--- config.mk ---
export PLATFORM = sky130hd
export DESIGN_NAME = utf8_to_utf16_stream_converter_flat
export DESIGN_NICKNAME = d
export VERILOG_FILES = /design/src/design/u2u_pkg.sv /design/src/design/u2u_if.sv /design/src/design/u2u_front.sv /design/src/design/u2u_fifo.sv /design/src/design/u2u_back.sv /design/src/design/utf8_to_utf16_stream_converter.sv /design/src/flat_wrapper.sv
export SDC_FILE = /design/constraint.sdc
export NUM_CORES = 1
export LEC_CHECK = 0
export BUFFER_PORTS_ARGS = -buffer_cell sky130_fd_sc_hd__clkbuf_2
export CAP_MARGIN = 25
export CORE_MARGIN = 2
export CORE_UTILIZATION = 56
export DETAILED_ROUTE_END_ITERATION = 16
export HOLD_SLACK_MARGIN = 0.15
export PLACE_DENSITY = 0.83
export SLEW_MARGIN = 15
export SYNTH_ARGS = -nofsm -noshare
export SYNTH_HDL_FRONTEND = slang
export SYNTH_SLANG_ARGS = --single-unit
--- constraint.sdc ---
create_clock -name clk -period 8.2 [get_ports clk]
set_input_delay 1.64 -clock clk [delete_from_list [all_inputs] [get_ports clk]]
set_output_delay 1.64 -clock clk [all_outputs]
set_load 0.02 [all_outputs]
--- src/design/u2u_pkg.sv ---
// ----------------------------------------------------------------------------
// u2u_pkg: shared types and constants of the UTF-8 to UTF-16 converter
// Widths, result kinds, queue sizing and the job record passed front to back.
// ----------------------------------------------------------------------------
package u2u_pkg;

  localparam int COUNT_BITS = 20;   // width of the saturating unit counter
  localparam int TOTAL_W    = 20;   // unit_total field width
  localparam int CAP_W      = 20;   // capacity_units register width
  localparam int UNIT_W     = 16;   // UTF-16 code unit
  localparam int BYTE_W     = 8;
  localparam int CP_W       = 21;   // code point accumulator
  localparam int CFG_IDX_W  = 1;
  localparam int CFG_DATA_W = 20;
  localparam int MAX_RES    = 3;    // results one byte can cause
  localparam int QDEPTH     = 4;    // job queue depth
  localparam int QPTR_W     = $clog2(QDEPTH);
  localparam int QCNT_W     = $clog2(QDEPTH + 1);

  // configuration register indexes
  localparam logic [CFG_IDX_W-1:0] CFG_CAPACITY   = 1'b0;
  localparam logic [CFG_IDX_W-1:0] CFG_COUNT_ONLY = 1'b1;

  typedef enum logic [1:0] {
    KIND_UNIT   = 2'd0,
    KIND_REPORT = 2'd1,
    KIND_ERROR  = 2'd2
  } kind_t;

  typedef struct packed {
    logic [UNIT_W-1:0]  code_unit;
    kind_t              kind;
    logic [TOTAL_W-1:0] unit_total;
  } res_t;

  // one accepted byte's worth of results, slot 0 goes out first
  typedef struct packed {
    res_t [MAX_RES-1:0] res;
    logic [1:0]         n;    // 1..3 results
  } job_t;

  typedef struct packed {
    logic              full;
    logic              empty;
    logic [QCNT_W-1:0] count;
  } q_status_t;

endpackage

--- src/design/u2u_if.sv ---
// ----------------------------------------------------------------------------
// u2u channel interfaces
// Input byte channel, result channel and configuration write channel.
// ----------------------------------------------------------------------------
interface u2u_in_if
  import u2u_pkg::*;
();
  logic              valid;
  logic              ready;
  logic [BYTE_W-1:0] source_byte;
  logic              end_of_buffer;

  modport source (output valid, output source_byte, output end_of_buffer, input ready);
  modport sink   (input valid, input source_byte, input end_of_buffer, output ready);
endinterface

interface u2u_out_if
  import u2u_pkg::*;
();
  logic               valid;
  logic               ready;
  logic [UNIT_W-1:0]  code_unit;
  logic [1:0]         kind;
  logic [TOTAL_W-1:0] unit_total;
  logic               last_of_run;

  modport source (output valid, output code_unit, output kind, output unit_total,
                  output last_of_run, input ready);
  modport sink   (input valid, input code_unit, input kind, input unit_total,
                  input last_of_run, output ready);
endinterface

interface u2u_cfg_if
  import u2u_pkg::*;
();
  logic                  valid;
  logic                  ready;
  logic [CFG_IDX_W-1:0]  index;
  logic [CFG_DATA_W-1:0] data;

  modport source (output valid, output index, output data, input ready);
  modport sink   (input valid, input index, input data, output ready);
endinterface

--- src/design/u2u_front.sv ---
// ----------------------------------------------------------------------------
// u2u_front: byte decoder and job builder
// Holds the sequence state and config, and turns each byte into a job record.
// ----------------------------------------------------------------------------
module u2u_front
  import u2u_pkg::*;
(
  input  logic      clk,
  input  logic      rst_n,
  u2u_in_if.sink    in_s,
  u2u_cfg_if.sink   cfg_s,
  input  q_status_t q_stat,
  output logic      push,
  output job_t      job
);

  localparam int CMP_W = ((COUNT_BITS > CAP_W) ? COUNT_BITS : CAP_W) + 1;
  localparam logic [COUNT_BITS-1:0] COUNT_MAX = {COUNT_BITS{1'b1}};

  logic [CAP_W-1:0]      cap_r;
  logic                  cnt_only_r;
  logic [CP_W-1:0]       acc_r, acc_nxt;
  logic [1:0]            pend_r, pend_nxt;
  logic [COUNT_BITS-1:0] units_r, units_nxt;
  logic                  err_r, err_nxt;

  logic                  in_acc;
  logic [BYTE_W-1:0]     b;
  logic                  eob;
  logic                  have_cp;
  logic [CP_W-1:0]       cp;
  logic [CP_W-1:0]       acc_shift;
  logic                  need2;
  logic [1:0]            need;
  logic [CP_W-1:0]       v;
  logic [CMP_W-1:0]      sum;
  logic                  err_new;

  function automatic logic [COUNT_BITS-1:0] sat_inc(input logic [COUNT_BITS-1:0] x);
    return (x == COUNT_MAX) ? x : x + 1'b1;
  endfunction

  assign cfg_s.ready = 1'b1;
  assign in_s.ready  = !q_stat.full;
  assign in_acc      = in_s.valid && in_s.ready;
  assign b           = in_s.source_byte;
  assign eob         = in_s.end_of_buffer;

  assign acc_shift = {acc_r[CP_W-7:0], b[5:0]};

  always_comb begin
    acc_nxt   = acc_r;
    pend_nxt  = pend_r;
    units_nxt = units_r;
    err_nxt   = err_r;
    have_cp   = 1'b0;
    cp        = '0;
    need2     = 1'b0;
    need      = 2'd1;
    v         = '0;
    sum       = '0;
    err_new   = 1'b0;
    job       = '0;

    if (!err_r) begin
      if (pend_r == 2'd0) begin
        unique case (b) inside
          8'b0???????: begin
            cp      = CP_W'(b);
            have_cp = 1'b1;
          end
          8'b110?????: begin
            acc_nxt  = CP_W'(b[4:0]);
            pend_nxt = 2'd1;
          end
          8'b1110????: begin
            acc_nxt  = CP_W'(b[3:0]);
            pend_nxt = 2'd2;
          end
          8'b11110???: begin
            acc_nxt  = CP_W'(b[2:0]);
            pend_nxt = 2'd3;
          end
          default: err_new = 1'b1;
        endcase
      end else begin
        acc_nxt  = acc_shift;
        pend_nxt = pend_r - 2'd1;
        if (pend_r == 2'd1) begin
          cp      = acc_shift;
          acc_nxt = '0;
          have_cp = 1'b1;
        end
      end

      if (have_cp) begin
        need2 = |cp[CP_W-1:UNIT_W];
        need  = need2 ? 2'd2 : 2'd1;
        v     = cp - CP_W'(32'h10000);
        sum   = CMP_W'(units_r) + CMP_W'(need);
        if (cnt_only_r) begin
          units_nxt = need2 ? sat_inc(sat_inc(units_r)) : sat_inc(units_r);
        end else if (sum > CMP_W'(cap_r)) begin
          err_new = 1'b1;
        end else if (!need2) begin
          units_nxt                 = sat_inc(units_r);
          job.res[0].code_unit      = cp[UNIT_W-1:0];
          job.res[0].kind           = KIND_UNIT;
          job.res[0].unit_total     = TOTAL_W'(units_nxt);
          job.n                     = 2'd1;
        end else begin
          job.res[0].code_unit      = 16'hD800 + UNIT_W'(v[CP_W-1:10]);
          job.res[0].kind           = KIND_UNIT;
          job.res[0].unit_total     = TOTAL_W'(sat_inc(units_r));
          units_nxt                 = sat_inc(sat_inc(units_r));
          job.res[1].code_unit      = 16'hDC00 + UNIT_W'(v[9:0]);
          job.res[1].kind           = KIND_UNIT;
          job.res[1].unit_total     = TOTAL_W'(units_nxt);
          job.n                     = 2'd2;
        end
      end

      // cut short: end marker with bytes still pending
      if (!err_new && eob && pend_nxt != 2'd0) err_new = 1'b1;

      if (err_new) begin
        err_nxt                    = 1'b1;
        acc_nxt                    = '0;
        pend_nxt                   = 2'd0;
        job.res[job.n].code_unit   = '0;
        job.res[job.n].kind        = KIND_ERROR;
        job.res[job.n].unit_total  = TOTAL_W'(units_nxt);
        job.n                      = job.n + 2'd1;
      end else if (eob) begin
        job.res[job.n].code_unit   = '0;
        job.res[job.n].kind        = KIND_REPORT;
        job.res[job.n].unit_total  = TOTAL_W'(units_nxt);
        job.n                      = job.n + 2'd1;
      end
    end

    if (eob) begin
      acc_nxt   = '0;
      pend_nxt  = 2'd0;
      units_nxt = '0;
      err_nxt   = 1'b0;
    end
  end

  assign push = in_acc && (job.n != 2'd0);

  always_ff @(posedge clk) begin
    if (!rst_n) begin
      cap_r      <= '0;
      cnt_only_r <= 1'b0;
      acc_r      <= '0;
      pend_r     <= 2'd0;
      units_r    <= '0;
      err_r      <= 1'b0;
    end else begin
      if (cfg_s.valid && cfg_s.ready) begin
        unique case (cfg_s.index)
          CFG_CAPACITY:   cap_r      <= cfg_s.data[CAP_W-1:0];
          CFG_COUNT_ONLY: cnt_only_r <= cfg_s.data[0];
          default: ;
        endcase
      end
      if (in_acc) begin
        acc_r   <= acc_nxt;
        pend_r  <= pend_nxt;
        units_r <= units_nxt;
        err_r   <= err_nxt;
      end
    end
  end

endmodule

--- src/design/u2u_fifo.sv ---
// ----------------------------------------------------------------------------
// u2u_fifo: job queue
// Small register queue that decouples the decoder from the result serializer.
// ----------------------------------------------------------------------------
module u2u_fifo
  import u2u_pkg::*;
(
  input  logic      clk,
  input  logic      rst_n,
  input  logic      push,
  input  job_t      wr_job,
  input  logic      pop,
  output job_t      rd_job,
  output q_status_t stat
);

  job_t              mem [QDEPTH];
  logic [QPTR_W-1:0] wr_ptr_r;
  logic [QPTR_W-1:0] rd_ptr_r;
  logic [QCNT_W-1:0] cnt_r;
  logic              do_push, do_pop;

  assign stat.count = cnt_r;
  assign stat.full  = (cnt_r == QCNT_W'(QDEPTH));
  assign stat.empty = (cnt_r == '0);
  assign do_push    = push && !stat.full;
  assign do_pop     = pop && !stat.empty;
  assign rd_job     = mem[rd_ptr_r];

  always_ff @(posedge clk) begin
    if (do_push) mem[wr_ptr_r] <= wr_job;
  end

  always_ff @(posedge clk) begin
    if (!rst_n) begin
      wr_ptr_r <= '0;
      rd_ptr_r <= '0;
      cnt_r    <= '0;
    end else begin
      if (do_push) wr_ptr_r <= wr_ptr_r + 1'b1;
      if (do_pop)  rd_ptr_r <= rd_ptr_r + 1'b1;
      if (do_push && !do_pop)      cnt_r <= cnt_r + 1'b1;
      else if (do_pop && !do_push) cnt_r <= cnt_r - 1'b1;
    end
  end

endmodule

--- src/design/u2u_back.sv ---
// ----------------------------------------------------------------------------
// u2u_back: result serializer
// Sends the results of the head job one per transfer and then pops it.
// ----------------------------------------------------------------------------
module u2u_back
  import u2u_pkg::*;
(
  input  logic      clk,
  input  logic      rst_n,
  input  job_t      head,
  input  q_status_t q_stat,
  output logic      pop,
  u2u_out_if.source out_s
);

  logic [1:0] sel_r;
  logic       last;
  logic       xfer;
  res_t       cur;

  assign cur               = head.res[sel_r];
  assign last              = (sel_r == head.n - 2'd1);
  assign out_s.valid       = !q_stat.empty;
  assign out_s.code_unit   = cur.code_unit;
  assign out_s.kind        = cur.kind;
  assign out_s.unit_total  = cur.unit_total;
  assign out_s.last_of_run = last;
  assign xfer              = out_s.valid && out_s.ready;
  assign pop               = xfer && last;

  always_ff @(posedge clk) begin
    if (!rst_n) begin
      sel_r <= 2'd0;
    end else if (xfer) begin
      sel_r <= last ? 2'd0 : sel_r + 2'd1;
    end
  end

endmodule

--- src/design/utf8_to_utf16_stream_converter.sv ---
// ----------------------------------------------------------------------------
// utf8_to_utf16_stream_converter: streaming UTF-8 to UTF-16 transcoder
// Byte-in, result-out converter with unit counting and capacity checking.
// ----------------------------------------------------------------------------
// Takes one UTF-8 byte per cycle and produces UTF-16 code units, a final
// count report on the end-of-buffer byte, or one error result (bad lead byte,
// sequence cut short, capacity overflow); after an error, bytes are dropped
// without results until the end marker. A byte is taken every cycle as long
// as the 4-entry job queue has room; the result side sends one result per
// cycle while the receiver is ready, so a byte causing two or three
// results (surrogate pair, report) holds the output until all are sent,
// and the queue absorbs the burst; each job is registered in the queue. Config
// writes are always ready and must only be made while the block is idle.
module utf8_to_utf16_stream_converter
  import u2u_pkg::*;
(
  input  logic      clk,
  input  logic      rst_n,
  u2u_in_if.sink    in_s,
  u2u_out_if.source out_s,
  u2u_cfg_if.sink   cfg_s
);

  // front -> queue
  logic      push;
  job_t      wr_job;
  // queue -> back
  job_t      head;
  logic      pop;
  q_status_t q_stat;

  // decode, sequence state, counters and config registers
  u2u_front u_front (
    .clk    (clk),
    .rst_n  (rst_n),
    .in_s   (in_s),
    .cfg_s  (cfg_s),
    .q_stat (q_stat),
    .push   (push),
    .job    (wr_job)
  );

  // one job per byte that causes at least one result
  u2u_fifo u_fifo (
    .clk    (clk),
    .rst_n  (rst_n),
    .push   (push),
    .wr_job (wr_job),
    .pop    (pop),
    .rd_job (head),
    .stat   (q_stat)
  );

  // serializes each job into 1..3 result transfers
  u2u_back u_back (
    .clk    (clk),
    .rst_n  (rst_n),
    .head   (head),
    .q_stat (q_stat),
    .pop    (pop),
    .out_s  (out_s)
  );

`ifndef SYNTH
  // reports and errors always close the run of a byte
  a_tail_last: assert property (@(posedge clk) disable iff (!rst_n)
    (out_s.valid && out_s.kind != KIND_UNIT) |-> out_s.last_of_run)
    else $error("report/error result not marked last");

  // non-unit results carry a zero code unit
  a_tail_zero: assert property (@(posedge clk) disable iff (!rst_n)
    (out_s.valid && out_s.kind != KIND_UNIT) |-> (out_s.code_unit == '0))
    else $error("report/error result with nonzero code unit");

  // queue occupancy stays within depth
  a_q_bound: assert property (@(posedge clk) disable iff (!rst_n)
    q_stat.count <= QCNT_W'(QDEPTH))
    else $error("job queue overflow");
`endif

endmodule

--- src/flat_wrapper.sv ---
// flat-port wrapper written by rule: the top's interface ports become plain ports
module utf8_to_utf16_stream_converter_flat import u2u_pkg::*;
  (clk, rst_n, in_s_valid, in_s_source_byte, in_s_end_of_buffer, in_s_ready, out_s_valid, out_s_code_unit, out_s_kind, out_s_unit_total, out_s_last_of_run, out_s_ready, cfg_s_valid, cfg_s_index, cfg_s_data, cfg_s_ready);
  u2u_in_if in_s_i ();
  u2u_out_if out_s_i ();
  u2u_cfg_if cfg_s_i ();
  input  logic clk;
  input  logic rst_n;
  input wire logic [$bits(in_s_i.valid)-1:0] in_s_valid;
  input wire logic [$bits(in_s_i.source_byte)-1:0] in_s_source_byte;
  input wire logic [$bits(in_s_i.end_of_buffer)-1:0] in_s_end_of_buffer;
  output wire logic [$bits(in_s_i.ready)-1:0] in_s_ready;
  output wire logic [$bits(out_s_i.valid)-1:0] out_s_valid;
  output wire logic [$bits(out_s_i.code_unit)-1:0] out_s_code_unit;
  output wire logic [$bits(out_s_i.kind)-1:0] out_s_kind;
  output wire logic [$bits(out_s_i.unit_total)-1:0] out_s_unit_total;
  output wire logic [$bits(out_s_i.last_of_run)-1:0] out_s_last_of_run;
  input wire logic [$bits(out_s_i.ready)-1:0] out_s_ready;
  input wire logic [$bits(cfg_s_i.valid)-1:0] cfg_s_valid;
  input wire logic [$bits(cfg_s_i.index)-1:0] cfg_s_index;
  input wire logic [$bits(cfg_s_i.data)-1:0] cfg_s_data;
  output wire logic [$bits(cfg_s_i.ready)-1:0] cfg_s_ready;
  assign in_s_i.valid = in_s_valid;
  assign in_s_i.source_byte = in_s_source_byte;
  assign in_s_i.end_of_buffer = in_s_end_of_buffer;
  assign in_s_ready = in_s_i.ready;
  assign out_s_valid = out_s_i.valid;
  assign out_s_code_unit = out_s_i.code_unit;
  assign out_s_kind = out_s_i.kind;
  assign out_s_unit_total = out_s_i.unit_total;
  assign out_s_last_of_run = out_s_i.last_of_run;
  assign out_s_i.ready = out_s_ready;
  assign cfg_s_i.valid = cfg_s_valid;
  assign cfg_s_i.index = cfg_s_index;
  assign cfg_s_i.data = cfg_s_data;
  assign cfg_s_ready = cfg_s_i.ready;
  utf8_to_utf16_stream_converter u_core (.clk(clk), .rst_n(rst_n), .in_s(in_s_i), .out_s(out_s_i), .cfg_s(cfg_s_i));
endmodule
==> metrics.md <==
| Metric | Value |
|---|---|
| Die Span Y | 198.5 um |
| Layout area overhead | 11.12% |
| Post-CTS setup buffer count | 0 |
| Die area | 39,400 sq um |
| Syn Area/Cell | 13.39 sq um |
| Post-CTS resize count | 0 |
| Antenna cell count | 0 |
| Synth area leaders | edfxtp_1, mux4_2, dfxtp_1 |
| Post-synth top cells | edfxtp_1, nand2_1, mux4_2, nor2_1, a21oi_1 |
| Final setup viols | 0 |
| CP Data Required Time | 8.69 ns |
| Distinct cell type count after synthesis | 77 |
| Lkg Pwr | 7.847 nW |
| CP peak stage delay | 0.65 ns |
| Area share of the leading cell type in the synthesized netlist | 0.5387 |
| Number of fill cells | 2,752 |
| Post-route ant nets | 0 |
| Synth Register Bits | 450 |
| Clk sinks | 450 |
| Net Count, Synth | 1,651 |
| Prevailing post-synth register cell | edfxtp_1 |
| 1st-pass router iterations | 6 |
| Worst Tran Pin Value | 1.060 ns |
| Post-Layout Inst Area | 23,540 sq um |
| Share of cells above drive strength 1 | 0.1823 |
| Input/output buffers | 75 |
| Core area | 37,490 sq um |
| Clk pwr share | 0.339 |
| Starting Density | 0.5651 |
| Slew headroom | 0.2878 |
| Synth area leader | edfxtp_1 |
| Slew Limit Fails | 0 |
| Part of the power in combinational logic | 0.205 |
| Std-Cell Rows | 71 |
| Clock Path Buffers | 3 |
| Crit-path most repeated cell | ha_1 |
| Worst Setup Start Kind | register |
| Internal power | 0.004383 W |
| H-tree levels | 2 |
| WL final | 51,010 um |
| Switching Fraction | 0.2794 |
| Sequential power share | 0.457 |
| Antenna violations before repair | 0 |
| Worst Path Max Fanout | 25 |
| EDFF count, synth | 380 |
| RSZ-0062 raised after global routing | false |
| CTS tree | built |
| P_sw | 0.001700 W |
| Crit path setup slack, layout | 0.6953 ns |
| Maxcap violations | 0 |
| FFs w/ async S/R, synth | 0 |
| Iteration-0 DRC Markers | 1,642 |
| Cts hold-fix bufs | 0 |
| Pre-CTS setup slack | 0.5744 ns |
| CTS buffer count | 46 |
| Final Hold Vio Count | 0 |
| Pwr Density | 258.4 nW/um^2 |
| CP Data Arrival Time | 8.00 ns |
| Seq/Total Area, Yosys | 0.6048 |
| Drc violations | 0 |
| CTS root buffer | clkbuf_16 |
| Die width | 198.5 um |
| First-pass GRT wire length | 78,470 um |
| Clk_lat worst skew | 0.57 ns |
| Cell area after synthesis | 21,180 sq um |
| Nets | 1,695 |
| Crit Path Class | reg -> reg |
| Crit path capture type | register |
| Peak supply drop | 0.1507 mV |
| Cell count after synthesis | 1,582 |
| Hpwl dp | 32,500 um |
| Largest net degree at the start of global routing | 74 |
| Worst hold path class | reg -> reg |
| Fin crit share | 0.9152 |
| Vias in the first global route | 13,664 |
| Final RePlAce weighted congestion | 0.9880 |
| Grt ovf | 0 |
| Vias post-DR | 13,903 |
| TNS Setup | 0 ns |
| Worst path slowest cell | or4b_2 |
| Status | complete, no violations |
| Peak Freq | 133.3 MHz |
| Via density | 6.398 |
| Fin Clk Skew | 0.02223 ns |
| GR Util All Layers | 0.2620 |
| Most numerous cell in the Yosys netlist | edfxtp_1 |
| Synthesis warning total | 0 |
| CTS clk-pin slew, worst paths | 0.07 ns |
| WL/cell | 23.48 um |
| Minimum clock period | 7.505 ns |
| # IOs | 77 |
| DP Area | 22,010 sq um |
==> per-stage QoR <==
| stage | cells | hold WS [ns] | total power, W | utilization |
|---|---|---|---|---|
| floorplan | 1582 | 0.4435 | 0.003674 | - |
| global placement | 2086 | 0.4596 | 0.004009 | 0.5867 |
| detailed placement | 2087 | 0.4637 | 0.004056 | 0.5871 |
| CTS | 2171 | 0.4714 | 0.006106 | 0.6267 |
| global route | 2173 | 0.4855 | 0.006308 | 0.6279 |
| finish | 2173 | 0.4674 | 0.006083 | 0.6279 |
==> path summary, 6_finish.rpt <==
| kind | startpoint | to | slack [ns] | depth (start not counted) |
|---|---|---|---|---|
| worst max register to register | u_core.u_front.pend_r[0] | u_core.u_fifo.cnt_r[2] | 0.70 | 29 |
| worst min-delay path | u_core.u_front.cap_r[4] | u_core.u_front.cap_r[4] | 0.47 | 2 |
| worst min register to register | u_core.u_front.cap_r[4] | u_core.u_front.cap_r[4] | 0.47 | 2 |
| worst max-delay path | u_core.u_front.pend_r[0] | u_core.u_fifo.cnt_r[2] | 0.70 | 29 |
==> cells in the final DEF, fill, tap and decap left out, types with 38 or more instances in the layout <==
master / Yosys / final
o22ai_1: 42 / 42
nor2_1: 95 / 95
mux2i_1: 55 / 55
nand2_1: 134 / 134
a21boi_0: 40 / 40
inv_1: 64 / 64
nand3_1: 60 / 60
a21oi_1: 84 / 83
clkbuf_16: 0 / 46
dfxtp_1: 70 / 66
mux4_2: 95 / 95
xnor2_1: 38 / 38
clkbuf_2: 0 / 75
edfxtp_1: 380 / 380
==> layer usage <==
metal | GRT usage | vias to the layer above | wire length (um)
li1 | - | 6105 | -
met1 | 0.3691 | 6922 | 20770
met2 | 0.4190 | 768 | 24190
met3 | 0.04188 | 108 | 4666
met4 | 0.09093 | 0 | 1383
met5 | 0 | - | 0
==> power by group through the flow <==
stage / Combinational [W] / Clock, W / Sequential (W)
finish: 0.00124 / 0.00206 / 0.00278
global route: 0.00134 / 0.00217 / 0.00280
CTS: 0.00125 / 0.00208 / 0.00278
detailed placement: 0.00123 / 0 / 0.00282
global placement: 0.00120 / 0 / 0.00281
floorplan: 0.000895 / 0 / 0.00278
==> kinds of logic after synthesis <==
kind of cell | after synthesis | synth area share
mux | 151 | 0.1275
other cells | 1 | 0.0001770
fa+ha+maj | 34 | 0.02079
flops | 450 | 0.6048
buf+inv | 171 | 0.03355
simple gates | 440 | 0.1029
compound gates | 273 | 0.08428
xor+xnor | 62 | 0.02599
==> state kept, by name, summed over array words and instances, names as in the netlist, named ones only <==
register and cells:
u_core.u_front.cap_r 20, u_core.u_front.pend_r 2, u_core.u_front.acc_r 15, u_core.u_front.units_r 20, u_core.u_front.cnt_only_r 1, u_core.u_fifo.cnt_r 3, u_core.u_front.err_r 1, u_core.u_fifo.wr_ptr_r 2
u_core.u_fifo.rd_ptr_r 2, u_core.u_back.sel_r 2, u_core.u_fifo.mem 380
==> area by class of cell <==
type,count,area [sq um],area share
Sequential cell,450,12820,0.5447
Clock buffer,61,1237,0.05257
Timing Repair Buffer,103,666.9,0.02833
Clock inverter,23,247.7,0.01052
Inverter,64,240.2,0.01021
Multi-Input combinational cell,961,7686,0.3265
Tap cell,511,639.4,0.02716
==> critical path: cells and delay by family, from the launching register on <==
kind	cells	cell delay, ns
compound gates	7	1.39
buf+inv	4	0.61
flops	1	0.49
xor+xnor	2	0.31
simple gates	10	2.86
fa+ha+maj	6	1.74
Note: power is estimated with default switching activity, not from simulation.
